[config.mk]
export PLATFORM = sky130hd
export DESIGN_NAME = psf_div
export DESIGN_NICKNAME = d
export VERILOG_FILES = /design/src/hdl/profile_edge_subpixel_finder_top_assert.svh /design/src/hdl/psf_pkg.sv /design/src/hdl/psf_div.sv
export SDC_FILE = /design/constraint.sdc
export NUM_CORES = 1
export LEC_CHECK = 0
export BUFFER_PORTS_ARGS = -buffer_cell sky130_fd_sc_hd__buf_4
export CORE_MARGIN = 5
export CORE_UTILIZATION = 50
export DETAILED_ROUTE_END_ITERATION = 7
export GPL_TIMING_DRIVEN = 0
export PLACE_DENSITY_LB_ADDON = 0.1
export SKIP_CTS_REPAIR_TIMING = 1
export SLEW_MARGIN = 15
export SYNTH_ARGS = -nofsm -noshare
export SYNTH_HDL_FRONTEND = slang
export SYNTH_SLANG_ARGS = --single-unit
[constraint.sdc]
create_clock -name clock -period 7.2 [get_ports clock]
set_clock_uncertainty 0.2 [all_clocks]
set_input_delay 0.36 -clock clock [delete_from_list [all_inputs] [get_ports clock]]
set_output_delay 0.36 -clock clock [all_outputs]
set_load 0.005 [all_outputs]
[src/hdl/profile_edge_subpixel_finder_top_assert.svh]
// Assertion macros for the profile edge finder.
// Used by the top level only; needs nothing else.
`ifndef PROFILE_EDGE_SUBPIXEL_FINDER_TOP_ASSERT_SVH
`define PROFILE_EDGE_SUBPIXEL_FINDER_TOP_ASSERT_SVH

// same-cycle implication
`define PSF_ASSERT_NOW(lbl, clk, rst, ante, cons, msg) \
   lbl: assert property (@(posedge clk) disable iff (rst) (ante) |-> (cons)) else $error(msg);

// next-cycle implication
`define PSF_ASSERT_NEXT(lbl, clk, rst, ante, cons, msg) \
   lbl: assert property (@(posedge clk) disable iff (rst) (ante) |=> (cons)) else $error(msg);

`endif

[src/hdl/psf_pkg.sv]
// Shared types and constants for the profile edge finder.
// No dependencies.
`timescale 1ns / 1ps
`default_nettype none
package psf_pkg;

   localparam int unsigned MAX_HALF_LENGTH_DEF = 127;
   localparam int unsigned SAMPLE_W = 16;
   localparam int unsigned STRENGTH_W = 15;
   localparam int unsigned DIV_W = 27;

   localparam logic [1:0] POL_ANY     = 2'd0;
   localparam logic [1:0] POL_RISING  = 2'd1;
   localparam logic [1:0] POL_FALLING = 2'd2;

   localparam logic [1:0] CSR_HALF_LENGTH = 2'd0;
   localparam logic [1:0] CSR_SMOOTHING   = 2'd1;
   localparam logic [1:0] CSR_THRESHOLD   = 2'd2;
   localparam logic [1:0] CSR_POLARITY    = 2'd3;

   typedef struct packed {
      logic [1:0]            passes;
      logic [1:0]            polarity;
      logic [STRENGTH_W-1:0] threshold;
   } sweep_cfg_type;

endpackage
`default_nettype wire

[src/hdl/psf_div.sv]
// Parabola offset divider: round(128*num/den) clamped to +-128, one quotient
// bit per cycle. Depends on psf_pkg.
`timescale 1ns / 1ps
`default_nettype none
module psf_div (
   input  wire logic               clock,
   input  wire logic               reset,
   input  wire logic               start,
   input  wire logic signed [16:0] num,
   input  wire logic signed [18:0] den,
   output logic                    done,
   output logic signed [8:0]       quot
);
   import psf_pkg::*;

   logic             busy_ff, done_ff;
   logic [2:0]       cnt_ff;
   logic [DIV_W-1:0] rem_ff, dcur_ff;
   logic [8:0]       q_ff;
   logic             neg_ff;
   logic [16:0]      an;
   logic [18:0]      ad;
   logic [DIV_W-1:0] n_full, d_full;
   logic             sat;
   logic             ge;
   logic [8:0]       q_next, q_cl;

   always_comb begin
      an     = num[16] ? (17'd0 - num) : num;
      ad     = den[18] ? (19'd0 - den) : den;
      n_full = DIV_W'({an, 8'd0}) + DIV_W'(ad);
      d_full = DIV_W'({ad, 1'b0});
      sat    = n_full >= (d_full << 8);
      ge     = rem_ff >= dcur_ff;
      q_next = {q_ff[7:0], ge};
      q_cl   = (q_next > 9'd128) ? 9'd128 : q_next;
   end

   always_ff @(posedge clock) begin
      if (reset) begin
         busy_ff <= 1'b0;
         done_ff <= 1'b0;
      end else begin
         if (start) begin
            done_ff <= sat;
            busy_ff <= !sat;
         end else if (busy_ff && cnt_ff == 3'd0) begin
            busy_ff <= 1'b0;
            done_ff <= 1'b1;
         end else begin
            done_ff <= 1'b0;
         end
      end
      if (start) begin
         neg_ff  <= num[16] != den[18];
         rem_ff  <= n_full;
         dcur_ff <= d_full << 7;
         cnt_ff  <= 3'd7;
         q_ff    <= sat ? 9'd128 : 9'd0;
      end else if (busy_ff) begin
         if (ge) begin
            rem_ff <= rem_ff - dcur_ff;
         end
         dcur_ff <= dcur_ff >> 1;
         cnt_ff  <= cnt_ff - 3'd1;
         q_ff    <= q_cl;
      end
   end

   assign done = done_ff;
   assign quot = neg_ff ? (9'sd0 - $signed(q_ff)) : $signed(q_ff);
endmodule
`default_nettype wire

* After elaboration in Yosys (flattened, before gate mapping)
Cells that the tools add are included.
Storage, ports and cells: register bits after elaboration 69, bits of input ports 39, output and inout port bits 10, logic and storage cells 41
Cells by class: $add $sub $neg 6, muxes and demuxes 16, reductions and logical operators 7, equality and inequality tests 1, magnitude comparators 3
Operator list (count):
- $mux W27 | 5
- $mux W9 | 4
- $ge A26 B27 Y1 | 1
- $ge A27 B27 Y1 | 1
- $sub A27 B27 Y27 | 1
- $add A25 B19 Y26 | 1
- $mux W19 | 1
- $sub A1 B19 Y19 const A | 1
- $mux W17 | 1
- $sub A1 B17 Y17 const A | 1
- $gt A9 B8 Y1 const B | 1
- $sub A1 B9 Y9 const A | 1
- $mux W8 | 1
- $reduce_bool A2 Y1 | 3
- $mux W1 | 4
- $logic_not A3 Y1 | 1
- $sub A3 B1 Y3 const B | 1
- $reduce_and A2 Y1 | 1
- $logic_and A1 B1 Y1 | 1
- $logic_not A1 Y1 | 1
- $ne A1 B1 Y1 | 1

* Depth between registers and ports, before layout
Gate-level depths: netlist of the first run.
depth in word-level cells 6, gate-level depth with buffers 29, gate-level depth less buffers 29

* Worst setup path before layout of the first run
No wires, ideal clock.
path kind in2reg, start input den[4], end register q_ff[7], data pin, cell stages on the path 27, slack 1261 ps, arrival 5593 ps, data required time 6854 ps, cells stage by stage or4_4 -> or2_1 -> buf_6 -> o31ai_1 -> xnor2_1 -> inv_1 -> fa_1 -> nor2b_1 -> o21ai_0 -> a21boi_0 -> a2bb2oi_1 -> o221a_1 -> nor2_1 -> o21bai_1 -> o21ai_0 -> xor2_1 -> ha_1 -> and4_1 -> nand4_1 -> nor4_1 -> and3_1 -> nand4_1 -> a2111oi_0 -> mux2i_1 -> nand3_1 -> o21bai_1 -> a21oi_1
Between the ends: word-level cells in the longest chain between the ends 6
RTL lines:
- start, declared | RTL line psf_div.sv:10 | input wire logic signed [18:0] den,
- $sub A1 B19 Y19 | RTL line psf_div.sv:30 | ad = den[18] ? (19'd0 - den) : den;
- $mux W19 * | RTL line psf_div.sv:30
- $add A25 B19 Y26 | RTL line psf_div.sv:31 | n_full = DIV_W'({an, 8'd0}) + DIV_W'(ad);
- $ge A26 B27 Y1 * | RTL line psf_div.sv:33 | sat = n_full >= (d_full << 8);
- $mux W8 * | RTL line psf_div.sv:59 | q_ff <= sat ? 9'd128 : 9'd0;
- $mux W9 * | RTL line psf_div.sv:54 | if (start) begin
- end signal, assigned | RTL line psf_div.sv:59
- end signal, assigned | RTL line psf_div.sv:66 | q_ff <= q_cl;
- end, declared | RTL line psf_div.sv:19 | logic [8:0] q_ff;
Mark *: on every way between the ends. The rest lies on a longest branch, timed or not. A chain may end at the register's enable or synchronous reset.

* Final worst setup path of the first run
start input den[4], end register done_ff (netlist: done)
Between the ends: word-level cells in the longest chain between the ends 5
RTL lines:
- $sub A1 B19 Y19 | RTL line psf_div.sv:30
- $mux W19 * | RTL line psf_div.sv:30
- $add A25 B19 Y26 | RTL line psf_div.sv:31
- $ge A26 B27 Y1 * | RTL line psf_div.sv:33
- $mux W1 * | RTL line psf_div.sv:44 | if (start) begin
- end signal, assigned | RTL line psf_div.sv:45 | done_ff <= sat;
- end, declared | RTL line psf_div.sv:16 | logic busy_ff, done_ff;
Marks and branches as above.

==> out/results.tsv, run 1 <==
metric	value	unit
outcome	finished, final reports clean	
fin_crit_sh	92.9	%
maxCapViolCount	0	
relSlewSlack	42.4	%
reg2reg_depth	12	
use_met3	2.93	%
final_hold_viol_count	0	
fmax	149	MHz
yosysMostFrequentCell	inv_1	
startpoint_type	primary input	
syn-cell-area	6440	sq um
layout-drive-gt1-share	11.3	%
worstPathMaxFanout	6	
holdWs	0.0286	ns
min_path_cells	1	
synth_flop_cell	edfxtp_1	
yosysTopAreaCell	edfxtp_1	
setup_viol	0	
grt.total_usage	23.3	%
slew_violations	0	
vias	5646	
portBuffers	45	
syn-instance-count	740	
rows	41	
antenna_found_initial	0	
postPlaceCellArea	7040	sq um
synth_top_area_share	26.1	%
busiest_layer	met2	
tns	0	ns
path_clk_slew	0.06	ns
grt_max_degree	29	
grt_first_pass_wirelength	27.6	mm
r2r_slack	3.58	ns
dp_hpwl	13.8	mm
nets	898	
power.leakage	3.08	nW
synth_edf_count	56	
dp.cells	959	
powerDensity	302	nW/um^2
cp.required	7.24	ns
overflow	0	
core-area	12600	sq um
ys_seq_elements	69	
synth_cell_types	72	
fillers	1201	
final_antenna_net_count	0	
drc	0	
cts_made_buffers	9	
wl	17.2	mm
grt_pass1_vias	5576	
syn-mean-instance-area	8.71	sq um
place_congestion	0.908	
crit_arrival	6.73	ns
syn2layout_area_growth	13.9	%
clockRootBuffer	clkbuf_16	
drt-vias-per-instance	5.79	
clk_path_buf_depth	2	
worstSkewPairLatency	0.33	ns
r2r_end	rem_ff[22]	
initial_utilization	51.1	%
min_period	6.69	ns
io-pin-count	49	
async_reset_ff_share	0	%
grt_setup_unrepaired	false	
drtIter0Drc	387	
end_kind	flop	
die_w	124	um
cts_tree	built	
worstReg2RegStart	dcur_ff[2]	
hp-start	start	
worst_slew_pin_slew	0.855	ns
grtUsageMet2	41.4	%
crit_type	primary input to flop	
die_y	124	um
yosys_warnings	0	
power	2.22	mW
yosysSeqAreaShare	30.1	%
wl_per_cell	17.6	um
synth.top_cells.by_area	edfxtp_1 26%, ha_1 11%, xnor2_1 6.4%, o21ai_0 5.0%, inv_1 4.1%	
h-tree-depth	3	
fin_area	7340	sq um
hold_path_end	neg_ff	
final_cells	975	
n_antenna_cell	0	
grt_use_met1	28.7	%
synth_top_cells_by_count	70 x inv_1, 64 x o21ai_0, 59 x ha_1, 59 x nand2_1, 56 x edfxtp_1	
dr.pass1.iters	5	
hold_path_class	primary input to flop	
cts.sinks	69	
peakVddDrop	0.155	mV
die-area	15300	sq um
[stage by stage]
stage	utilization [%]	setup slack, ns
global placement	55.5	0.313
finish	58.2	0.508
detailed placement	55.8	0.109
global route	58.2	0.0891
floorplan	-	1.26
CTS	58.0	0.420
[cell type report]
type,instances,area [sq um],area share [%]
Buffer,25,115,1.57
Clock buffer,15,279,3.80
Clock inverter,1,5.00,0.0682
Inverter,70,263,3.58
Multi-Input combinational cell,577,4160,56.6
Sequential cell,69,1940,26.5
Tap cell,172,215,2.93
Timing Repair Buffer,46,365,4.98
[registers in the layout (all words and copies together), names as in the netlist]
name     cells
dcur_ff     27
busy_ff      1
q_ff         9
done         1
rem_ff      27
cnt_ff       3
neg_ff       1
[layer usage]
metal	part of all wire, %	vias to the layer above
li1	-	2782
met1	43	2703
met2	50	130
met3	4.0	31
met4	2.6	0
met5	0	-
[cell families after synthesis]
logic type,after synthesis,share of synthesized area [%]
AO/OA/AOI/OAI,190,20.1
XOR/XNOR,78,10.8
adder cells (fa/ha/maj),61,12.1
buffers and inverters,95,5.84
flip-flops,69,30.1
multiplexers,17,2.70
other,1,0.0582
AND/OR/NAND/NOR,229,18.3
[placed cells by master, fill, tap and decap left out, types with 4 or more instances in the layout]
master	synthesis	final
a211oi_1	4	4
a21o_1	13	13
a21oi_1	42	41
a31oi_1	7	7
and2_1	9	9
and3_1	4	4
buf_4	1	46
clkbuf_1	19	22
clkbuf_16	0	10
dfxtp_1	13	13
edfxtp_1	56	56
ha_1	59	59
inv_1	70	70
mux2i_1	14	14
nand2_1	59	59
nand2b_1	17	17
nand3_1	20	20
nand4_1	10	10
nor2_1	46	46
nor2b_1	10	10
nor3_1	9	9
nor3b_1	4	4
nor4_1	9	8
o21a_1	5	5
o21ai_0	64	63
o21bai_1	4	4
o31ai_1	15	15
or2_2	6	6
or3_1	7	7
or4_1	4	4
xnor2_1	47	47
xor2_1	29	29
[how the worst max path moves through the flow]
stage | start | end | slack, ns | depth (start not counted)
detailed placement | den[4] | done | 0.11 | 28
global route | den[4] | done | 0.09 | 28
CTS | den[4] | done | 0.42 | 28
floorplan | den[4] | q_ff[7] | 1.26 | 27
global placement | den[4] | q_ff[7] | 0.31 | 28
finish | den[4] | done | 0.51 | 28
[critical path, cell delays in order]
cell	delay, ns
buf_4	0.13
or4_4	0.56
or2_1	0.25
buf_6	0.14
o31ai_1	0.23
xnor2_1	0.22
inv_1	0.16
fa_1	0.47
nor2b_1	0.11
o21ai_0	0.11
a21boi_1	0.27
a2bb2oi_1	0.24
o221a_1	0.27
nor2_1	0.09
o21bai_1	0.19
o21ai_0	0.12
xor2_1	0.20
ha_1	0.31
and4_1	0.20
nand4_1	0.15
nor4_1	0.26
and3_1	0.18
nand4_1	0.33
a2111oi_2	0.46
mux2i_1	0.14
nand3_1	0.19
o21bai_1	0.14
o31ai_1	0.22
[report_power, final]
part           internal (mW)  switching, mW
logic                  0.503          0.687
clock network          0.264          0.163
registers              0.566         0.0384
No activity file was read; power rests on OpenSTA's default activity.
==> inputs of run 2 (changes only) <==
==> constraint.sdc (replaced) <==
create_clock -name clock -period 7.3 [get_ports clock]
set_clock_uncertainty 0.2 [all_clocks]
set_input_delay 0.365 -clock clock [delete_from_list [all_inputs] [get_ports clock]]
set_output_delay 0.365 -clock clock [all_outputs]
set_load 0.005 [all_outputs]
==> out/results.tsv, run 2 (synthesized netlist as in run 1, its figures left out) <==
metric	value	unit	change
powerDensity	299	nW/um^2	-1.3%
portBuffers	45		unchanged
slew_violations	0		unchanged
setup_viol	0		unchanged
power.leakage	3.08	nW	about the same
hold_path_class	primary input to flop		
die_y	124	um	unchanged
top_regs	dcur_ff: 27 flops, rem_ff: 27 flops, q_ff: 9 flops		
die_w	124	um	unchanged
postPlaceCellArea	7040	sq um	unchanged
grt_pass1_vias	5576		unchanged
die-area	15300	sq um	unchanged
dp_hpwl	13.8	mm	unchanged
tns	0	ns	unchanged
grt.total_usage	23.3	%	unchanged
final_hold_viol_count	0		unchanged
startpoint_type	primary input		
dr.pass1.iters	5		unchanged
path_clk_slew	0.06	ns	about the same
grt_max_degree	29		unchanged
worstPathMaxFanout	6		unchanged
final_cell_mix	70 x inv_1, 63 x o21ai_0, 59 x nand2_1, 59 x ha_1, 56 x edfxtp_1		
dp.cells	959		unchanged
maxCapViolCount	0		unchanged
core-area	12600	sq um	unchanged
fmax	149	MHz	
antenna_found_initial	0		unchanged
final_common_cell	inv_1		
multiInputGateArea	4150	sq um	-0.21%
ff_latch_area	1940	sq um	unchanged
crit_type	primary input to flop		
place_congestion	0.908		unchanged
cts_made_buffers	9		unchanged
clk_path_buf_depth	2		unchanged
cp.required	7.34	ns	+0.10 ns
cts.sinks	69		unchanged
grt_first_pass_wirelength	27.6	mm	unchanged
fillers	1198		-0.25%
final_antenna_net_count	0		unchanged
final_cells	975		unchanged
layout-drive-gt1-share	11.1	%	-0.25 points
fin_ws	0.572	ns	+0.0637 ns
n_antenna_cell	0		unchanged
end_kind	flop		
rows	41		unchanged
peakVddDrop	0.154	mV	-0.95%
wl_per_cell	17.6	um	about the same
fin_area	7330	sq um	-0.12%
cpPeakStageDelay	0.56	ns	about the same
h-tree-depth	3		unchanged
outcome	finished, final reports clean		
drt-vias-per-instance	5.81		+0.32%
grt_setup_unrepaired	false		
wl	17.2	mm	about the same
power	2.19	mW	-1.4%
drc	0		unchanged
cts_tree	built		
fin_crit_sh	92.2	%	
vias	5664		+0.32%
worst_slew_pin_slew	0.867	ns	+0.0117 ns
io-pin-count	49		unchanged
worst_path_max_delay_cell	or4_4		
drtIter0Drc	352		-9.0%
holdWs	0.0311	ns	+0.00248 ns
overflow	0		unchanged
crit_arrival	6.77	ns	+0.04 ns
worstSkewPairLatency	0.34	ns	about the same
dp_slack	0.204	ns	+0.0950 ns
initial_utilization	51.1	%	unchanged
syn2layout_area_growth	13.8	%	
min_period	6.73	ns	
nets	898		unchanged
final_util	58.1	%	-0.069 points
relSlewSlack	41.7	%	-0.79 points
clockRootBuffer	clkbuf_16		
[run 2: cell counts in the layout (fill, tap and decap cells not counted)]
Identical to the previous run, type by type.
[run 2: path summary, 6_finish.rpt]
check             startpoint          to  slack [ns]  cells past startpoint
hold reg to reg    cnt_ff[1]   cnt_ff[1]        0.29                      2
setup / recovery      den[4]        done        0.57                     28
hold / removal         start      neg_ff        0.03                      1
setup reg to reg  dcur_ff[2]  rem_ff[22]        3.64                     12
[run 2: where the power goes]
group          switching [mW]  internal, mW
clock                   0.162         0.260
combinational           0.676         0.495
sequential             0.0379         0.558
total                   0.876          1.31
[run 2: final cells by class]
type,count,area share [%]
clock inverter,1,0.0683
multi-input combinational,577,56.6
buffer,25,1.57
tap,172,2.94
sequential,69,26.5
inverter,70,3.58
timing repair buffer,46,4.98
clock buffer,15,3.81
[run 2: critical path, delay by kind of cell]
family / cells / cell delay (ns)
mux: 1 / 0.15
compound gates: 10 / 2.30
fa+ha+maj: 2 / 0.78
xor+xnor: 2 / 0.42
simple gates: 10 / 2.32
buf+inv: 3 / 0.43
[run 2: routing by layer]
layer / track usage (%) / vias up / wire (um)
li1: - / 2783 / -
met1: 28.7 / 2723 / 7420
met2: 41.4 / 128 / 8610
met3: 2.93 / 30 / 685
met4: 9.13 / 0 / 441
met5: 0 / - / 0
==> inputs of run 3 (changes only) <==
--- a/config.mk
+++ b/config.mk
@@ -10,7 +10,8 @@
 export CORE_UTILIZATION = 50
 export DETAILED_ROUTE_END_ITERATION = 7
 export GPL_TIMING_DRIVEN = 0
-export PLACE_DENSITY_LB_ADDON = 0.1
+export PLACE_DENSITY = 0.73
+export REMOVE_ABC_BUFFERS = 1
 export SKIP_CTS_REPAIR_TIMING = 1
 export SLEW_MARGIN = 15
 export SYNTH_ARGS = -nofsm -noshare
==> out/results.tsv, run 3 (synthesized netlist as in run 1, its figures left out) <==
metric	value	unit	change
setup_viol	0		unchanged
die_y	124	um	unchanged
hold_path_end	busy_ff		
grt_pass1_vias	5402		-3.1%
outcome	finished, final reports clean		
worstReg2RegStart	dcur_ff[1]		
use_met3	2.88	%	-0.046 points
io-pin-count	49		unchanged
cts_tree	built		
nets	876		-2.4%
top_regs	dcur_ff: 27 flops, rem_ff: 27 flops, q_ff: 9 flops		
vias	5514		-2.6%
min_path_cells	2		+1
fin_ws	0.554	ns	-0.0175 ns
r2r_end	rem_ff[0]		
fillers	1120		-6.5%
initial_utilization	51.1	%	unchanged
hp-start	reset		
clockRootBuffer	clkbuf_16		
fin_crit_sh	92.4	%	+0.24 points
crit_start	den[4]		
n_antenna_cell	0		unchanged
end_kind	flop		
overflow	0		unchanged
h-tree-depth	3		unchanged
final_hold_viol_count	0		unchanged
final_antenna_net_count	0		unchanged
grtUsageMet2	36.6	%	-4.8 points
grt.total_usage	21.5	%	-1.9 points
busiest_layer	met2		
worstPathMaxFanout	6		unchanged
place_congestion	1.02		+13%
wl	15.6	mm	-8.9%
grt_first_pass_wirelength	26.2	mm	-5.2%
peakVddDrop	0.146	mV	-4.8%
crit_type	primary input to flop		
hold_path_class	primary input to flop		
drc	0		unchanged
drt-vias-per-instance	5.79		-0.40%
clk_path_buf_depth	2		unchanged
slew_violations	0		unchanged
core-area	12600	sq um	unchanged
worstSkewPairLatency	0.34	ns	about the same
worst_slew_pin_slew	1.06	ns	+0.192 ns
powerDensity	297	nW/um^2	-0.49%
cts_made_buffers	9		unchanged
grt_use_met1	27.9	%	-0.78 points
drtIter0Drc	421		+20%
die_w	124	um	unchanged
r2r_slack	3.72	ns	+0.08 ns
relSlewSlack	29.0	%	-13 points
cts.sinks	69		unchanged
power.leakage	3.04	nW	-1.4%
dp_slack	0.234	ns	+0.0302 ns
startpoint_type	primary input		
layout-drive-gt1-share	11.4	%	+0.31 points
cp.required	7.28	ns	-0.06 ns
tns	0	ns	unchanged
syn2layout_area_growth	12.2	%	
rows	41		unchanged
dp_hpwl	12.2	mm	-11%
grt_setup_unrepaired	false		
portBuffers	48		+6.7%
die-area	15300	sq um	unchanged
antenna_found_initial	0		unchanged
wl_per_cell	16.4	um	-6.8%
dr.pass1.iters	8		+3
maxCapViolCount	0		unchanged
final_cell_mix	69 x inv_1, 63 x o21ai_0, 59 x nand2_1, 59 x ha_1, 56 x edfxtp_1		
final_common_cell	inv_1		
min_period	6.75	ns	+0.0175 ns
fmax	148	MHz	-0.26%
reg2reg_depth	13		+1
path_clk_slew	0.06	ns	about the same
grt_max_degree	64		+120%
final_util	57.3	%	-0.80 points
crit_arrival	6.73	ns	-0.04 ns
==> run 3: cell types whose count changed in the layout (fill, tap and decap cells not counted), sizes merged <==
cell,change
buf,-3
inv,-1
clkinv,+2
clkbuf,-20
==> run 3: power by group <==
group          total [mW]  internal, mW  switching, mW  leakage (nW)
combinational        1.14         0.492          0.651          2.23
sequential          0.604         0.558         0.0460         0.679
clock               0.402         0.247          0.154         0.137
==> run 3: layout make-up <==
cell class / count / area, sq um / share of cell area [%]
repair buffers: 49 / 388 / 5.36
well taps: 172 / 215 / 2.98
clock buffers: 14 / 264 / 3.65
flip-flops and latches: 69 / 1940 / 26.9
multi-input cells: 577 / 4150 / 57.4
clock inverters: 2 / 10.0 / 0.138
inverters: 70 / 263 / 3.63
==> run 3: worst max path at each step <==
stage,end,cells past startpoint
after floorplan,q_ff[7],26
after global routing,q_ff[7],30
final,q_ff[7],26
after CTS,q_ff[7],28
after global placement,q_ff[7],28
after detailed placement,q_ff[7],28
==> run 3: routing by layer <==
layer  wire length (um)  vias to the layer above
met4                381                        0
met2               7510                      165
met1               6870                     2596
li1                   -                     2730
met5                  0                        -
met3                870                       23
==> run 3: stage by stage <==
step / instances / hold WS, ns / instance area [sq um] / power (mW)
CTS: 953 / 0.0350 / 7220 / 2.14
global route: 953 / 0.0451 / 7230 / 2.31
detailed placement: 937 / 0.265 / 6950 / 1.73
floorplan: 716 / 0.237 / 6330 / 1.44
finish: 953 / 0.0316 / 7230 / 2.15
global placement: 936 / 0.264 / 6910 / 1.67
==> run 3: worst max-delay path, cell delays in order <==
cell and delay (ns):
buf_4 0.13, or4_4 0.56, or2_1 0.36, o31ai_1 0.28
xnor2_1 0.24, ha_1 0.31, a211oi_1 0.24, o21ai_0 0.13
a21oi_1 0.31, a21oi_1 0.15, o221ai_1 0.41, o221ai_4 0.20
mux2i_1 0.22, o211ai_2 0.14, xnor2_2 0.19, ha_1 0.31
and4_1 0.22, nand4_1 0.15, nor4_1 0.27, and3_1 0.19
nand4_1 0.28, a2111oi_1 0.49, mux2i_1 0.13, nand3_1 0.13
o21bai_1 0.16, a21oi_1 0.16
