<file path="config.mk">
export PLATFORM = sky130hd
export DESIGN_NAME = psf_sweep
export DESIGN_NICKNAME = d
export VERILOG_FILES = /design/src/hdl/profile_edge_subpixel_finder_top_assert.svh /design/src/hdl/psf_pkg.sv /design/src/hdl/psf_sweep.sv
export SDC_FILE = /design/constraint.sdc
export NUM_CORES = 1
export LEC_CHECK = 0
export BUFFER_PORTS_ARGS = -buffer_cell sky130_fd_sc_hd__buf_4
export CAP_MARGIN = 5
export CORE_MARGIN = 1.5
export CORE_UTILIZATION = 55
export CTS_CLUSTER_SIZE = 40
export DETAILED_ROUTE_END_ITERATION = 10
export GPL_ROUTABILITY_DRIVEN = 1
export GPL_TIMING_DRIVEN = 1
export PLACE_DENSITY = 0.77
export SLEW_MARGIN = 20
export SYNTH_ARGS = -nofsm -noshare
export SYNTH_HDL_FRONTEND = slang
export SYNTH_SLANG_ARGS = --single-unit
</file>
<file path="constraint.sdc">
create_clock -name clock -period 18.1 [get_ports clock]
set_input_delay 2.715 -clock clock [delete_from_list [all_inputs] [get_ports clock]]
set_output_delay 2.715 -clock clock [all_outputs]
set_load 0.02 [all_outputs]
</file>
<file path="src/hdl/profile_edge_subpixel_finder_top_assert.svh">
// Assertion macros for the profile edge finder.
// Used by the top level only; needs nothing else.
`ifndef PROFILE_EDGE_SUBPIXEL_FINDER_TOP_ASSERT_SVH
`define PROFILE_EDGE_SUBPIXEL_FINDER_TOP_ASSERT_SVH

// same-cycle implication
`define PSF_ASSERT_NOW(lbl, clk, rst, ante, cons, msg) \
   lbl: assert property (@(posedge clk) disable iff (rst) (ante) |-> (cons)) else $error(msg);

// next-cycle implication
`define PSF_ASSERT_NEXT(lbl, clk, rst, ante, cons, msg) \
   lbl: assert property (@(posedge clk) disable iff (rst) (ante) |=> (cons)) else $error(msg);

`endif

</file>
<file path="src/hdl/psf_pkg.sv">
// Shared types and constants for the profile edge finder.
// No dependencies.
`timescale 1ns / 1ps
`default_nettype none
package psf_pkg;

   localparam int unsigned MAX_HALF_LENGTH_DEF = 127;
   localparam int unsigned SAMPLE_W = 16;
   localparam int unsigned STRENGTH_W = 15;
   localparam int unsigned DIV_W = 27;

   localparam logic [1:0] POL_ANY     = 2'd0;
   localparam logic [1:0] POL_RISING  = 2'd1;
   localparam logic [1:0] POL_FALLING = 2'd2;

   localparam logic [1:0] CSR_HALF_LENGTH = 2'd0;
   localparam logic [1:0] CSR_SMOOTHING   = 2'd1;
   localparam logic [1:0] CSR_THRESHOLD   = 2'd2;
   localparam logic [1:0] CSR_POLARITY    = 2'd3;

   typedef struct packed {
      logic [1:0]            passes;
      logic [1:0]            polarity;
      logic [STRENGTH_W-1:0] threshold;
   } sweep_cfg_type;

endpackage
`default_nettype wire

</file>
<file path="src/hdl/psf_sweep.sv">
// Sweep engine: in-place smoothing passes and gradient pass over the profile RAM,
// tracking the strongest gradient. Depends on psf_pkg.
`timescale 1ns / 1ps
`default_nettype none
module psf_sweep #(
   parameter int unsigned AW = 8
) (
   input  wire logic                   clock,
   input  wire logic                   reset,
   input  wire logic                   start,
   input  wire logic [AW-1:0]          len,
   input  wire psf_pkg::sweep_cfg_type cfg,
   output logic                        rd_en,
   output logic [AW-1:0]               rd_addr,
   input  wire logic [15:0]            rd_data,
   output logic                        wr_en,
   output logic [AW-1:0]               wr_addr,
   output logic [15:0]                 wr_data,
   output logic                        done,
   output logic [AW-1:0]               best_pos,
   output logic [14:0]                 best_mag
);
   import psf_pkg::*;

   logic            run_ff, run_in;
   logic            issue_ff, issue_in;
   logic [AW-1:0]   rd_idx_ff, rd_idx_in;
   logic            vld_ff;
   logic [AW-1:0]   idx_ff;
   logic [15:0]     w1_ff, w2_ff;
   logic [1:0]      pass_ff, pass_in, passes_ff;
   logic [AW-1:0]   len_ff;
   logic [1:0]      pol_ff;
   logic [AW-1:0]   best_pos_ff, best_pos_in;
   logic [14:0]     best_mag_ff, best_mag_in;
   logic            done_ff, done_in;

   logic            grad_mode, proc, last;
   logic [17:0]     sum;
   logic [16:0]     diff, absd, mag17;
   logic [14:0]     mag;
   logic [15:0]     grad;
   logic            pol_ok;

   assign grad_mode = (pass_ff == passes_ff);
   assign proc      = vld_ff && (idx_ff >= AW'(2));
   assign last      = vld_ff && (idx_ff == len_ff - AW'(1));

   always_comb begin
      sum   = 18'(w2_ff) + {1'b0, w1_ff, 1'b0} + 18'(rd_data) + 18'd2;
      diff  = {1'b0, rd_data} - {1'b0, w2_ff};
      absd  = diff[16] ? (17'd0 - diff) : diff;
      mag17 = (absd + 17'd1) >> 1;
      mag   = mag17[15] ? 15'h7fff : mag17[14:0];
      grad  = diff[16] ? (16'd0 - {1'b0, mag}) : {1'b0, mag};
      unique case (pol_ff)
         POL_ANY:     pol_ok = 1'b1;
         POL_RISING:  pol_ok = !diff[16] && (diff != 17'd0);
         POL_FALLING: pol_ok = diff[16];
         default:     pol_ok = 1'b0;
      endcase
   end

   assign rd_en   = issue_ff;
   assign rd_addr = rd_idx_ff;
   assign wr_en   = proc;
   assign wr_addr = idx_ff - AW'(1);
   assign wr_data = grad_mode ? grad : sum[17:2];

   always_comb begin
      run_in      = run_ff;
      issue_in    = issue_ff;
      rd_idx_in   = rd_idx_ff;
      pass_in     = pass_ff;
      best_pos_in = best_pos_ff;
      best_mag_in = best_mag_ff;
      done_in     = 1'b0;
      if (start) begin
         run_in      = 1'b1;
         issue_in    = 1'b1;
         rd_idx_in   = '0;
         pass_in     = '0;
         best_pos_in = '0;
         best_mag_in = cfg.threshold;
      end else if (run_ff) begin
         if (issue_ff) begin
            rd_idx_in = rd_idx_ff + AW'(1);
            if (rd_idx_ff == len_ff - AW'(1)) begin
               issue_in = 1'b0;
            end
         end
         if (proc && grad_mode && pol_ok && (mag > best_mag_ff)) begin
            best_mag_in = mag;
            best_pos_in = idx_ff - AW'(1);
         end
         if (last) begin
            if (grad_mode) begin
               run_in  = 1'b0;
               done_in = 1'b1;
            end else begin
               pass_in   = pass_ff + 2'd1;
               issue_in  = 1'b1;
               rd_idx_in = '0;
            end
         end
      end
   end

   always_ff @(posedge clock) begin
      if (reset) begin
         run_ff   <= 1'b0;
         issue_ff <= 1'b0;
         vld_ff   <= 1'b0;
         done_ff  <= 1'b0;
      end else begin
         run_ff   <= run_in;
         issue_ff <= issue_in;
         vld_ff   <= issue_ff && !start;
         done_ff  <= done_in;
      end
      rd_idx_ff   <= rd_idx_in;
      idx_ff      <= rd_idx_ff;
      pass_ff     <= pass_in;
      best_pos_ff <= best_pos_in;
      best_mag_ff <= best_mag_in;
      if (vld_ff) begin
         w1_ff <= rd_data;
         w2_ff <= w1_ff;
      end
      if (start) begin
         len_ff    <= len;
         pol_ff    <= cfg.polarity;
         passes_ff <= (cfg.passes == 2'd3) ? 2'd2 : cfg.passes;
      end
   end

   assign done     = done_ff;
   assign best_pos = best_pos_ff;
   assign best_mag = best_mag_ff;
endmodule
`default_nettype wire

</file>
# After elaboration in Yosys (flattened, before gate mapping)
# Cells that the tools add are included.
dict set report op_classes {
  add_sub_neg 11
  order_cmp 2
  n_eq_ne 6
  n_mux 22
  n_bitwise 3
  n_reduce_logical 17
}
# cell n
set op_table {}
lappend op_table {{two-way mux 15 bit} 4}
lappend op_table {{two-way mux 16 bit} 2}
lappend op_table {{two-way mux 8 bit} 3}
lappend op_table {{adder 16 x 17 -> 18 bit} 1}
lappend op_table {{adder 18 x 16 -> 18 bit} 1}
lappend op_table {{adder 18 x 2 -> 18 bit, second input constant} 1}
lappend op_table {{adder 17 x 1 -> 17 bit, second input constant} 1}
lappend op_table {{two-way mux 17 bit} 1}
lappend op_table {{nonzero test 17 bit} 1}
lappend op_table {{subtractor 1 x 17 -> 17 bit, first input constant} 1}
lappend op_table {{subtractor 16 x 16 -> 17 bit} 1}
lappend op_table {{equality test 8 bit} 2}
lappend op_table {{subtractor 1 x 15 -> 16 bit, first input constant} 1}
lappend op_table {{subtractor 8 x 1 -> 8 bit, second input constant} 2}
lappend op_table {{> comparator 15 bit} 1}
lappend op_table {{two-way mux 1 bit} 11}
lappend op_table {{adder 8 x 1 -> 8 bit, second input constant} 1}
lappend op_table {{greater-or-equal comparator 8 x 2 -> 1 bit, second input constant} 1}
lappend op_table {{logical AND 1 bit} 7}
lappend op_table {{equality test 2 bit, second input constant} 2}
lappend op_table {{AND reduction 2 bit} 2}
lappend op_table {{nonzero test 2 bit} 2}
lappend op_table {{OR reduction 4 bit} 1}
lappend op_table {{NOT 1 bit} 3}
lappend op_table {{7 further kinds} 8}
dict set report totals {
  reg_bits 89
  in_bits 46
  out_inout_bits 58
  word_cells 75
}

# Longest topological paths before layout
# Gate-level depths: netlist of run 1.
dict set report depth {
  word_depth 10
  depth_mapped 35
  ltp_nobuf 31
}

# Worst setup path before layout of run 1
# No wires, ideal clock.
dict set report synth_timing {
  kind {input port to output port}
  from {input rd_data[0]}
  to {output wr_data[10]}
  t_arrival_ps 7988
  t_required_ps 15385
  slack_ps 7397
  path_stages 28
  n_path_buf 4
  cell_sequence {inv_1 ha_1 fa_1 and2b_2 o2111a_1 o311ai_1 nand2_1 clkbuf_1 buf_1 clkbuf_1 a21oi_1 ha_1 inv_1 o32a_1 a211oi_2 nand3_1 o31a_1 buf_2 nand2_1 inv_1 ha_1 inv_1 nor2_1 nand4_1 or4_4 and2_1 xnor2_1 a21oi_1}
}
dict set report synth_via {
  elab_chain_len 8
  elab_cells_between_ends 10
  classes_between {add/sub: 6; mux: 4}
}
# element line_no
set synth_lines {}
lappend synth_lines {{start: declaration} psf_sweep.sv:15} ;# input wire logic [15:0] rd_data,
lappend synth_lines {{subtractor 16 x 16 -> 17 bit} psf_sweep.sv:51} ;# diff = {1'b0, rd_data} - {1'b0, w2_ff};
lappend synth_lines {{subtractor 1 x 17 -> 17 bit} psf_sweep.sv:52} ;# absd = diff[16] ? (17'd0 - diff) : diff;
lappend synth_lines {{two-way mux 17 bit} psf_sweep.sv:52}
lappend synth_lines {{adder 17 x 1 -> 17 bit} psf_sweep.sv:53} ;# mag17 = (absd + 17'd1) >> 1;
lappend synth_lines {{two-way mux 15 bit} psf_sweep.sv:54} ;# mag = mag17[15] ? 15'h7fff : mag17[14:0];
lappend synth_lines {{subtractor 1 x 15 -> 16 bit} psf_sweep.sv:55} ;# grad = diff[16] ? (16'd0 - {1'b0, mag}) : {1'b0, mag};
lappend synth_lines {{two-way mux 16 bit} psf_sweep.sv:55}
lappend synth_lines {{two-way mux 16 bit *} psf_sweep.sv:68} ;# assign wr_data = grad_mode ? grad : sum[17:2];
lappend synth_lines {{end: declaration} psf_sweep.sv:18} ;# output logic [15:0] wr_data,
# Every way passes the cells marked *; elsewhere a longest branch is shown, timed or not.

# Worst setup path after layout of run 1
# Same ends and word-level chain as after synthesis.

==> results.txt, run 1 <==
Fin Setup TNS - 0 ps
relative slew slack - 36.8%
Seq cells post-synth - 89
Worst Clk Skew - 10.5 ps
dominant synthesized flop cell - edfxtp_1
largest net degree at the start of global routing - 35
CTS Hold Bufs - 0
WS Path Type - in2out
wire length per cell - 16.8 µm
Leak - 3.62 nW
Via Count - 6308
Async S/R FF share, synth - 0%
clock-pin transition on the worst setup and hold timing paths - 80 ps
worst slack, placed - 6790 ps
GRT Util Overall - 26.5%
CTS tree - yes
final hold vios - 0
outcome - complete, no violations
P per Cell Area - 80.6 nW/µm²
Area Overhead vs Synth - 16.0%
Port Buf Inserts - 103
Final Net Count - 1026
Required @ worst endpoint - 15390 ps
final hold slack - 408 ps
Unique masters post-synth - 90
min-delay src - rd_addr[6]
Setup crit start kind - primary input
CP max stage cell - nor4b_1
Max Root-Sink Buffers - 2
Antenna Nets Post-Route - 0
post-synthesis cell count - 819
Sw Ratio - 37.6%
# rows - 42
post-synthesis sequential area ratio - 31.5%
worst slew pin tran - 945 ps
MaxCap Viol Count - 0
CTS HTree Levels - 3
share of cells above drive strength 1 - 19.0%
critical path endpoint category - primary output
Root Driver - clkbuf_16
DRT Pass-1 Iters - 5
Setup Buffers After CTS - 0
Buf+Inv Stages, Crit Path - 5
Final Worst Setup Slack - 6660 ps
final WL - 18300 µm
Synth Net Count - 936
NetSw - 0.265 mW
mapped cell area - 7540 µm²
worst ir drop on vdd - 0.0588 mV
CP Cell Sequence - buf_4 > inv_1 > ha_1 > fa_1 > ha_1 > nor4b_1 > nand2_1 > or3_4 > or3_4 > nor4bb_1 > a22oi_2 > o31a_1 > nand2_1 > inv_1 > ha_1 > inv_1 > nor2_1 > nand4_1 > or4_4 > and2_1 > xnor2_1 > a21oi_1 > buf_4
gr ovfl total - 0
Initial Util - 56.7%
clk sinks - 89
Worst path max stage delay - 690 ps
CP delay by family, top - simple AND/OR/NAND/NOR gates
syn avg cell area - 9.21 µm²
internal power - 0.440 mW
CP Data Arrival Time - 8730 ps
endpoints failing setup - 0
Comb power frac - 39.7%
Yosys Warn Count - 0
Post-DP HPWL - 14200 µm
ant diodes - 0
f_max - 87.4 MHz
initial antenna violation count - 0
RD Place Congestion - 0.872
number of flops mapped to enable cells by yosys - 59
core box area - 13300 µm²
Tcrit/Tclk final - 63.2%
most common cell after layout, fill and taps aside - buf_4
Max Slew Vio Count - 0
crit-path max FO - 14
initial DRC count - 535
clock network power share - 27.2%
vias per cell - 5.79
global-route wire length before repair - 30500 µm
worst skew pair latency - 360 ps
RSZ-0062 raised after global routing - false
PostCTS Resize Cnt - 0
Worst R2R Start - w2_ff[0]
Die Y - 120 µm
beginning of the critical path - rd_data[0]
sequential group share of total power - 33.1%
CTS Buf Count - 9
vias in the first global route - 6249
crit path time final - 11440 ps
DRC - 0
die area - 14400 µm²
num ports - 104
commonest cells after routing, fill and taps aside - 108 x buf_4, 68 x nor2_1, 59 x edfxtp_1
worst hold path class - reg2reg
die width - 120 µm
-- final timing paths --
path / slack [ps] / endpoint / cells after the start
worst max-delay path: 6660 / wr_data[10] / 23
worst min-delay path: 410 / idx_ff[6] / 0
worst max register to register: 10810 / best_mag[9] / 24
worst min register to register: 410 / idx_ff[6] / 0
-- cells in the mapped netlist, drive strengths merged, types with 8 or more instances --
cell type   n  share of area [%]
nand4      10               0.83
fa         15                4.0
nor2       69                3.4
nor2b      13                1.1
o31ai       8               0.80
nor4       12                1.1
a211oi     14                1.8
edfxtp     59                 23
nand3      36                2.4
a21oi      43                2.9
buf        10               0.71
a21o       13                1.3
xor2       47                5.5
inv        55                2.7
o21ai      30                2.0
dfxtp      30                8.0
or2        12                1.0
mux2i      12                1.6
nor3       20                1.3
ha         56                9.3
nand2      54                2.8
clkbuf     19               0.95
xnor2      52                6.0
nand2b      8               0.66
mux2       14                2.1
-- metal layers --
metal	up-vias	routed length (µm)	GRT usage [%]
met1	2932	8300	35.2
met4	0	476	9.90
met2	191	8550	43.7
met5	-	0	0
li1	3158	-	-
met3	27	945	4.04
-- stage by stage --
step / cells / utilization (%) / power, mW / instance area (µm²)
2_1_floorplan: 819 / - / 0.430 / 7540
3_3_place_gp: 1074 / 63.5 / 0.513 / 8450
3_5_place_dp: 1074 / 63.5 / 0.515 / 8450
4_1_cts: 1090 / 65.8 / 0.707 / 8750
5_1_grt: 1090 / 65.8 / 0.745 / 8750
6_report: 1090 / 65.8 / 0.705 / 8750
-- power by group through the flow --
stage / clock network [mW] / registers, mW / logic, mW
global placement: 0 / 0.238 / 0.275
CTS: 0.194 / 0.234 / 0.279
floorplan: 0 / 0.243 / 0.187
finish: 0.192 / 0.234 / 0.280
global route: 0.202 / 0.235 / 0.308
detailed placement: 0 / 0.238 / 0.277
-- final cells by class --
class                      count  area [µm²]
multi-input combinational    646        4840
fill                        1127        4550
inverter                      55         206
clock buffer                   9         225
clock inverter                 7        76.3
timing repair buffer         108         811
tap                          176         220
sequential                    89        2370
-- state kept, by name (all words and copies together), names as in the netlist --
signal and count:
best_mag 15, best_pos 8, done 1, idx_ff 8, len_ff 8, pass_ff 2
passes_ff 2, pol_ff 2, rd_addr 8, rd_en 1, run_ff 1, vld_ff 1
w1_ff 16, w2_ff 16
-- cells by family (layout without fill, tap and decap cells) --
group,after synthesis,count (layout),share of synthesized area (%)
AOI/OAI and AO/OA,171,171,16.1
xor gates and xnor gates,100,100,11.8
adders and majority gates,71,71,13.3
buffers and inverters,84,179,4.40
DFF,89,89,31.5
muxes,26,26,3.68
and+or+nand+nor,278,278,19.3
Power figures use the tool's default switching activity.
==> run 2: changes to the inputs <==
--- a/config.mk
+++ b/config.mk
@@ -5,6 +5,7 @@
 export SDC_FILE = /design/constraint.sdc
 export NUM_CORES = 1
 export LEC_CHECK = 0
+export ABC_AREA = 1
 export BUFFER_PORTS_ARGS = -buffer_cell sky130_fd_sc_hd__buf_4
 export CAP_MARGIN = 5
 export CORE_MARGIN = 1.5
==> constraint.sdc (replaced) <==
create_clock -name clock -period 11.95 [get_ports clock]
set_input_delay 1.7925 -clock clock [delete_from_list [all_inputs] [get_ports clock]]
set_output_delay 1.7925 -clock clock [all_outputs]
set_load 0.02 [all_outputs]
==> run 2 against run 1 <==
  * Clock power grew 48%
  * Setup slack lost 3000 ps
  * Total power grew 42%
  * Combinational power grew 31%
  * Highest routed layer unchanged
==> results.txt, run 2 <==
Sw Ratio - 38.0% (+0.38 points)
CTS tree - yes
DRC - 0 (unchanged)
most common cell after layout, fill and taps aside - nand2_1
top cell type's share of synthesized area - 23.5% (-0.043 points)
Antenna Nets Post-Route - 0 (unchanged)
outcome - complete, no violations
clk sinks - 89 (unchanged)
Placed Area - 8470 µm² (+0.22%)
sequential group share of total power - 35.1% (+2.0 points)
Worst Clk Skew - 8.31 ps (-2.16 ps)
worst skew pair latency - 360 ps (about the same)
Fin Setup TNS - 0 ps (unchanged)
mapped cell area - 7550 µm² (+0.18%)
gr ovfl total - 0 (unchanged)
ant diodes - 0 (unchanged)
Async S/R FF share, synth - 0% (unchanged)
Root Driver - clkbuf_16
CP max stage cell - fa_1
fin area - 8760 µm² (+0.14%)
RSZ-0062 raised after global routing - false
final hold vios - 0 (unchanged)
crit-path max FO - 34 (+20)
final WL - 19000 µm (+3.8%)
crit path time final - 8270 ps
Max Slew Vio Count - 0 (unchanged)
top-count cell post-synth - nand2_1
die area - 14400 µm² (+0.17%)
Port Buf Inserts - 103 (unchanged)
vias in the first global route - 6589 (+5.4%)
worst slew pin tran - 721 ps (-224 ps)
post-synth top area cell - edfxtp_1
CTS Hold Bufs - 0 (unchanged)
Max Root-Sink Buffers - 2 (unchanged)
vias per cell - 5.31 (-8.2%)
die width - 120 µm (about the same)
internal power - 0.621 mW (+41%)
relative slew slack - 51.8% (+15 points)
Setup Buffers After CTS - 0 (unchanged)
number of flops mapped to enable cells by yosys - 59 (unchanged)
worst hold path class - reg2reg
num ports - 104 (unchanged)
core box area - 13300 µm² (+0.39%)
Initial Util - 56.6% (-0.12 points)
critical path endpoint category - primary output
Seq cells post-synth - 89 (unchanged)
ranking of synthesized cells by area - edfxtp_1 23%, nand2_1 13%, ha_1 9.3%
clock-pin transition on the worst setup and hold timing paths - 70 ps (about the same)
RD Place Congestion - 0.939 (+7.7%)
CP Data Arrival Time - 6480 ps (-2250 ps)
Seq. cell area - 2370 µm² (unchanged)
Synth Net Count - 1154 (+23%)
Leak - 4.41 nW (+22%)
GRT Util Overall - 27.5% (+0.96 points)
post-synthesis sequential area ratio - 31.4% (-0.057 points)
Worst path max stage delay - 400 ps (-290 ps)
wire length per cell - 14.4 µm (-14%)
Area Overhead vs Synth - 16.0% (about the same)
share of cells above drive strength 1 - 16.4% (-2.6 points)
clock network power share - 28.4% (+1.2 points)
Multi-input gate area - 4440 µm² (-8.2%)
initial DRC count - 431 (-19%)
post-synthesis cell count - 1037 (+27%)
Setup crit start kind - primary input
Required @ worst endpoint - 10160 ps (-5230 ps)
endpoints failing setup - 0 (unchanged)
Fillers - 1213 (+7.6%)
# rows - 42 (unchanged)
DRT Pass-1 Iters - 5 (unchanged)
Die Y - 120 µm (about the same)
list of most frequent post-synthesis cells - 270 x nand2_1, 161 x inv_1, 82 x nor2_1
largest net degree at the start of global routing - 44 (+26%)
global-route wire length before repair - 31300 µm (+2.5%)
NetSw - 0.380 mW (+43%)
Tcrit/Tclk final - 69.2%
Unique masters post-synth - 51 (-43%)
CTS HTree Levels - 3 (unchanged)
Via Count - 6994 (+11%)
initial antenna violation count - 0 (unchanged)
f_max - 121 MHz
WS Path Type - in2out
Yosys Warn Count - 0 (unchanged)
dominant synthesized flop cell - edfxtp_1
PostCTS Resize Cnt - 0 (unchanged)
MaxCap Viol Count - 0 (unchanged)
CTS Buf Count - 9 (unchanged)
Final Net Count - 1253 (+22%)
syn avg cell area - 7.28 µm² (-21%)
P per Cell Area - 114 nW/µm² (+42%)
worst ir drop on vdd - 0.0853 mV (+45%)
Comb power frac - 36.5% (-3.2 points)
Post-DP HPWL - 15300 µm (+7.9%)
commonest cells after routing, fill and taps aside - 270 x nand2_1, 161 x inv_1, 104 x buf_4
run 2: logic make-up after synthesis:
| group | Yosys count | share of synthesized area [%] |
|---|---|---|
| simple gates | 524 | 31.9 |
| buf+inv | 189 | 9.79 |
| compound gates | 129 | 9.64 |
| flops | 89 | 31.4 |
| fa+ha+maj | 71 | 13.3 |
| xor+xnor | 35 | 4.06 |
run 2: worst max-delay path: cells and delay by family:
| kind | cells | cell delay (ps) |
|---|---|---|
| adder cells (fa/ha/maj) | 4 | 1020 |
| buffers and inverters | 10 | 920 |
| AND/OR/NAND/NOR | 27 | 2730 |
run 2: final timing paths:
kind         slack (ps)  startpoint     endpoint  depth (start not counted)
max                3680  rd_data[0]  wr_data[12]                         41
max reg2reg        5850   w2_ff[10]  best_mag[7]                         34
min                 410  rd_addr[5]    idx_ff[5]                          0
min reg2reg         410  rd_addr[5]    idx_ff[5]                          0
run 2: per-layer routing:
layer | vias up | part of all wire [%] | track usage, %
li1 | 3586 | - | -
met1 | 3160 | 47 | 38.1
met2 | 223 | 45 | 44.4
met3 | 25 | 6.0 | 3.44
met4 | 0 | 2.1 | 9.30
met5 | - | 0 | 0
run 2: area by class of cell:
| type | count | share of cell area (%) |
|---|---|---|
| clock buffers | 9 | 2.57 |
| clock inverters | 7 | 0.800 |
| inverters | 173 | 7.44 |
| multi-input cells | 759 | 50.7 |
| flip-flops and latches | 89 | 27.1 |
| well taps | 176 | 2.51 |
| repair buffers | 104 | 8.91 |
run 2: power by group through the flow:
stage	clock network, mW	registers (mW)	logic, mW
after floorplan	0	0.364	0.244
after global placement	0	0.357	0.356
after detailed placement	0	0.358	0.361
after CTS	0.290	0.351	0.364
after global routing	0.303	0.353	0.409
final	0.285	0.351	0.366
run 2: stage by stage:
stage	cells	hold WS, ps	util [%]	setup WS (ps)	total power [mW]
after floorplan	1037	405	-	4450	0.607
after CTS	1317	404	65.6	3740	1.00
after global placement	1301	393	63.4	3990	0.713
after detailed placement	1301	393	63.4	3760	0.719
after global routing	1317	415	65.6	3230	1.06
final	1317	409	65.6	3680	1.00
==> run 3: changes to the inputs <==
--- a/config.mk
+++ b/config.mk
@@ -9,12 +9,12 @@
 export BUFFER_PORTS_ARGS = -buffer_cell sky130_fd_sc_hd__buf_4
 export CAP_MARGIN = 5
 export CORE_MARGIN = 1.5
-export CORE_UTILIZATION = 55
+export CORE_UTILIZATION = 54
 export CTS_CLUSTER_SIZE = 40
 export DETAILED_ROUTE_END_ITERATION = 10
 export GPL_ROUTABILITY_DRIVEN = 1
 export GPL_TIMING_DRIVEN = 1
-export PLACE_DENSITY = 0.77
+export PLACE_DENSITY = 0.79
 export SLEW_MARGIN = 20
 export SYNTH_ARGS = -nofsm -noshare
 export SYNTH_HDL_FRONTEND = slang
==> constraint.sdc (replaced) <==
create_clock -name clock -period 7 [get_ports clock]
set_input_delay 1.05 -clock clock [delete_from_list [all_inputs] [get_ports clock]]
set_output_delay 1.05 -clock clock [all_outputs]
set_load 0.02 [all_outputs]
==> run 3 against run 2 <==
  * Sequential share of layout area fell by 0.18 points
  * Highest routed layer is now met5
  * Largest power group unchanged
  * Clock skew rose by 3.6 ps
  * Sequential power rose by 71%
  * Critical endpoint unchanged
  * Sequential cell count did not move
  * Die area rose by 1.8%
==> results.txt, run 3 (synthesis results as in run 2) <==
final hold vios - 0 (unchanged)
final WL - 19300 µm (+1.8%)
worst skew pair latency - 370 ps (about the same)
MaxCap Viol Count - 0 (unchanged)
Post-DP HPWL - 15600 µm (+1.9%)
vias per cell - 5.34 (+0.55%)
Seq. cell area - 2370 µm² (unchanged)
P per Cell Area - 195 nW/µm² (+71%)
vias in the first global route - 6677 (+1.3%)
critical path endpoint category - primary output
most frequent CP cell - nand2_1
Leak - 4.43 nW (+0.48%)
clock-pin transition on the worst setup and hold timing paths - 70 ps (about the same)
Antenna Nets Post-Route - 0 (unchanged)
Via Count - 7075 (+1.2%)
share of cells above drive strength 1 - 16.7% (+0.29 points)
worst slew pin tran - 766 ps (+45.5 ps)
Port Buf Inserts - 103 (unchanged)
WS Path Type - in2out
Initial Util - 54.8% (-1.7 points)
sequential group share of total power - 34.8% (-0.3 points)
Die Y - 121 µm (+0.90%)
DRC - 0 (unchanged)
crit-path max FO - 34 (unchanged)
die area - 14700 µm² (+1.8%)
endpoints failing setup - 0 (unchanged)
clk sinks - 89 (unchanged)
Worst R2R End - best_pos[5]
Tcrit/Tclk final - 93.9%
relative slew slack - 48.8% (-3.0 points)
CTS tree - yes
CTS Buf Count - 9 (unchanged)
initial DRC count - 445 (+3.2%)
Final Net Count - 1257 (+0.32%)
core box area - 13800 µm² (+3.2%)
ant diodes - 0 (unchanged)
global-route wire length before repair - 31300 µm (about the same)
Worst R2R Start - w2_ff[0]
CP Data Arrival Time - 5520 ps (-960 ps)
min-delay src - rd_addr[5]
worst ir drop on vdd - 0.138 mV (+61%)
worst r2r path cells - 35 (+2.9%)
crit path time final - 6570 ps
Worst path max stage delay - 380 ps (-20 ps)
CP max stage cell - fa_1
Total Power - 1.72 mW (+72%)
wire length per cell - 14.6 µm (+1.2%)
Worst Clk Skew - 11.9 ps (+3.58 ps)
die width - 121 µm (+0.90%)
# rows - 43 (+2.4%)
Root Driver - clkbuf_16
most common cell after layout, fill and taps aside - nand2_1
Multi-input gate area - 4470 µm² (+0.56%)
GRT Util Overall - 27.4% (-0.099 points)
internal power - 1.06 mW (+71%)
initial antenna violation count - 1 (+1)
R2R Setup Slk - 1440 ps (-4410 ps)
clock network power share - 28.4% (about the same)
placed cell count - 1309 (+0.61%)
f_max - 152 MHz
DRT Pass-1 Iters - 5 (unchanged)
Required @ worst endpoint - 5950 ps (-4210 ps)
outcome - complete, no violations
CTS HTree Levels - 3 (unchanged)
Sw Ratio - 38.2% (+0.25 points)
Area Overhead vs Synth - 16.8%
RD Place Congestion - 0.963 (+2.5%)
num ports - 104 (unchanged)
Max Root-Sink Buffers - 2 (unchanged)
Fillers - 1261 (+4.0%)
NetSw - 0.658 mW (+73%)
Setup crit start kind - primary input
largest net degree at the start of global routing - 44 (unchanged)
final std cells w/o fill - 1325 (+0.61%)
Comb power frac - 36.8% (+0.3 points)
Max Slew Vio Count - 0 (unchanged)
Min-Delay Path Depth - 0 (unchanged)
commonest cells after routing, fill and taps aside - 270 x nand2_1, 161 x inv_1, 108 x buf_4
worst hold path class - reg2reg
hold worst-path end - idx_ff[5]
gr ovfl total - 0 (unchanged)
-- run 3: cell type report --
| class | count | area share (%) |
|---|---|---|
| clock buffers | 9 | 2.55 |
| multi-input cells | 759 | 50.6 |
| well taps | 180 | 2.55 |
| flip-flops and latches | 89 | 26.9 |
| repair buffers | 108 | 9.19 |
| clock inverters | 7 | 0.766 |
| inverters | 173 | 7.42 |
-- run 3: how the worst max path moves through the flow --
stage,to,start,cells past startpoint
finish,wr_data[12],rd_data[0],41
global route,wr_data[14],rd_data[0],41
CTS,wr_data[8],rd_data[0],39
detailed placement,wr_data[12],rd_data[0],41
global placement,wr_data[12],rd_data[0],41
floorplan,wr_data[12],rd_data[0],40
-- run 3: timing repair --
item	4_1_cts	5_1_grt
endpoints found under the setup margin	0	6
resized for setup	0	5
hold buffers	0	0
setup buffers	0	0
-- run 3: critical path: cells and delay by family --
| family | cells | cell delay, ps |
|---|---|---|
| fa+ha+maj | 4 | 960 |
| buf+inv | 10 | 810 |
| simple gates | 27 | 2690 |
-- run 3: power by group through the flow --
stage / combinational (mW) / clock, mW / sequential [mW]
after floorplan: 0.416 / 0 / 0.621
after global placement: 0.611 / 0 / 0.610
after detailed placement: 0.622 / 0 / 0.611
after CTS: 0.626 / 0.494 / 0.600
after global routing: 0.705 / 0.514 / 0.602
final: 0.633 / 0.489 / 0.600
-- run 3: routing by layer --
layer	global-route usage, %	routed length [µm]	vias up
met5	0	13	-
li1	-	-	3589
met3	4.61	1190	39
met1	37.0	8740	3221
met2	44.3	8900	224
met4	9.63	470	2
-- run 3: through the flow --
| stage | setup slack, ps | hold slack (ps) | utilization, % | setup TNS (ps) | area [µm²] |
|---|---|---|---|---|---|
| after floorplan | 988 | 405 | - | 0 | 7550 |
| final | 427 | 421 | 64.1 | 0 | 8820 |
| after global placement | 482 | 395 | 61.7 | 0 | 8500 |
| after CTS | 331 | 417 | 63.9 | 0 | 8790 |
| after detailed placement | 338 | 406 | 61.7 | 0 | 8500 |
| after global routing | -0.588 | 429 | 64.1 | -0.588 | 8820 |
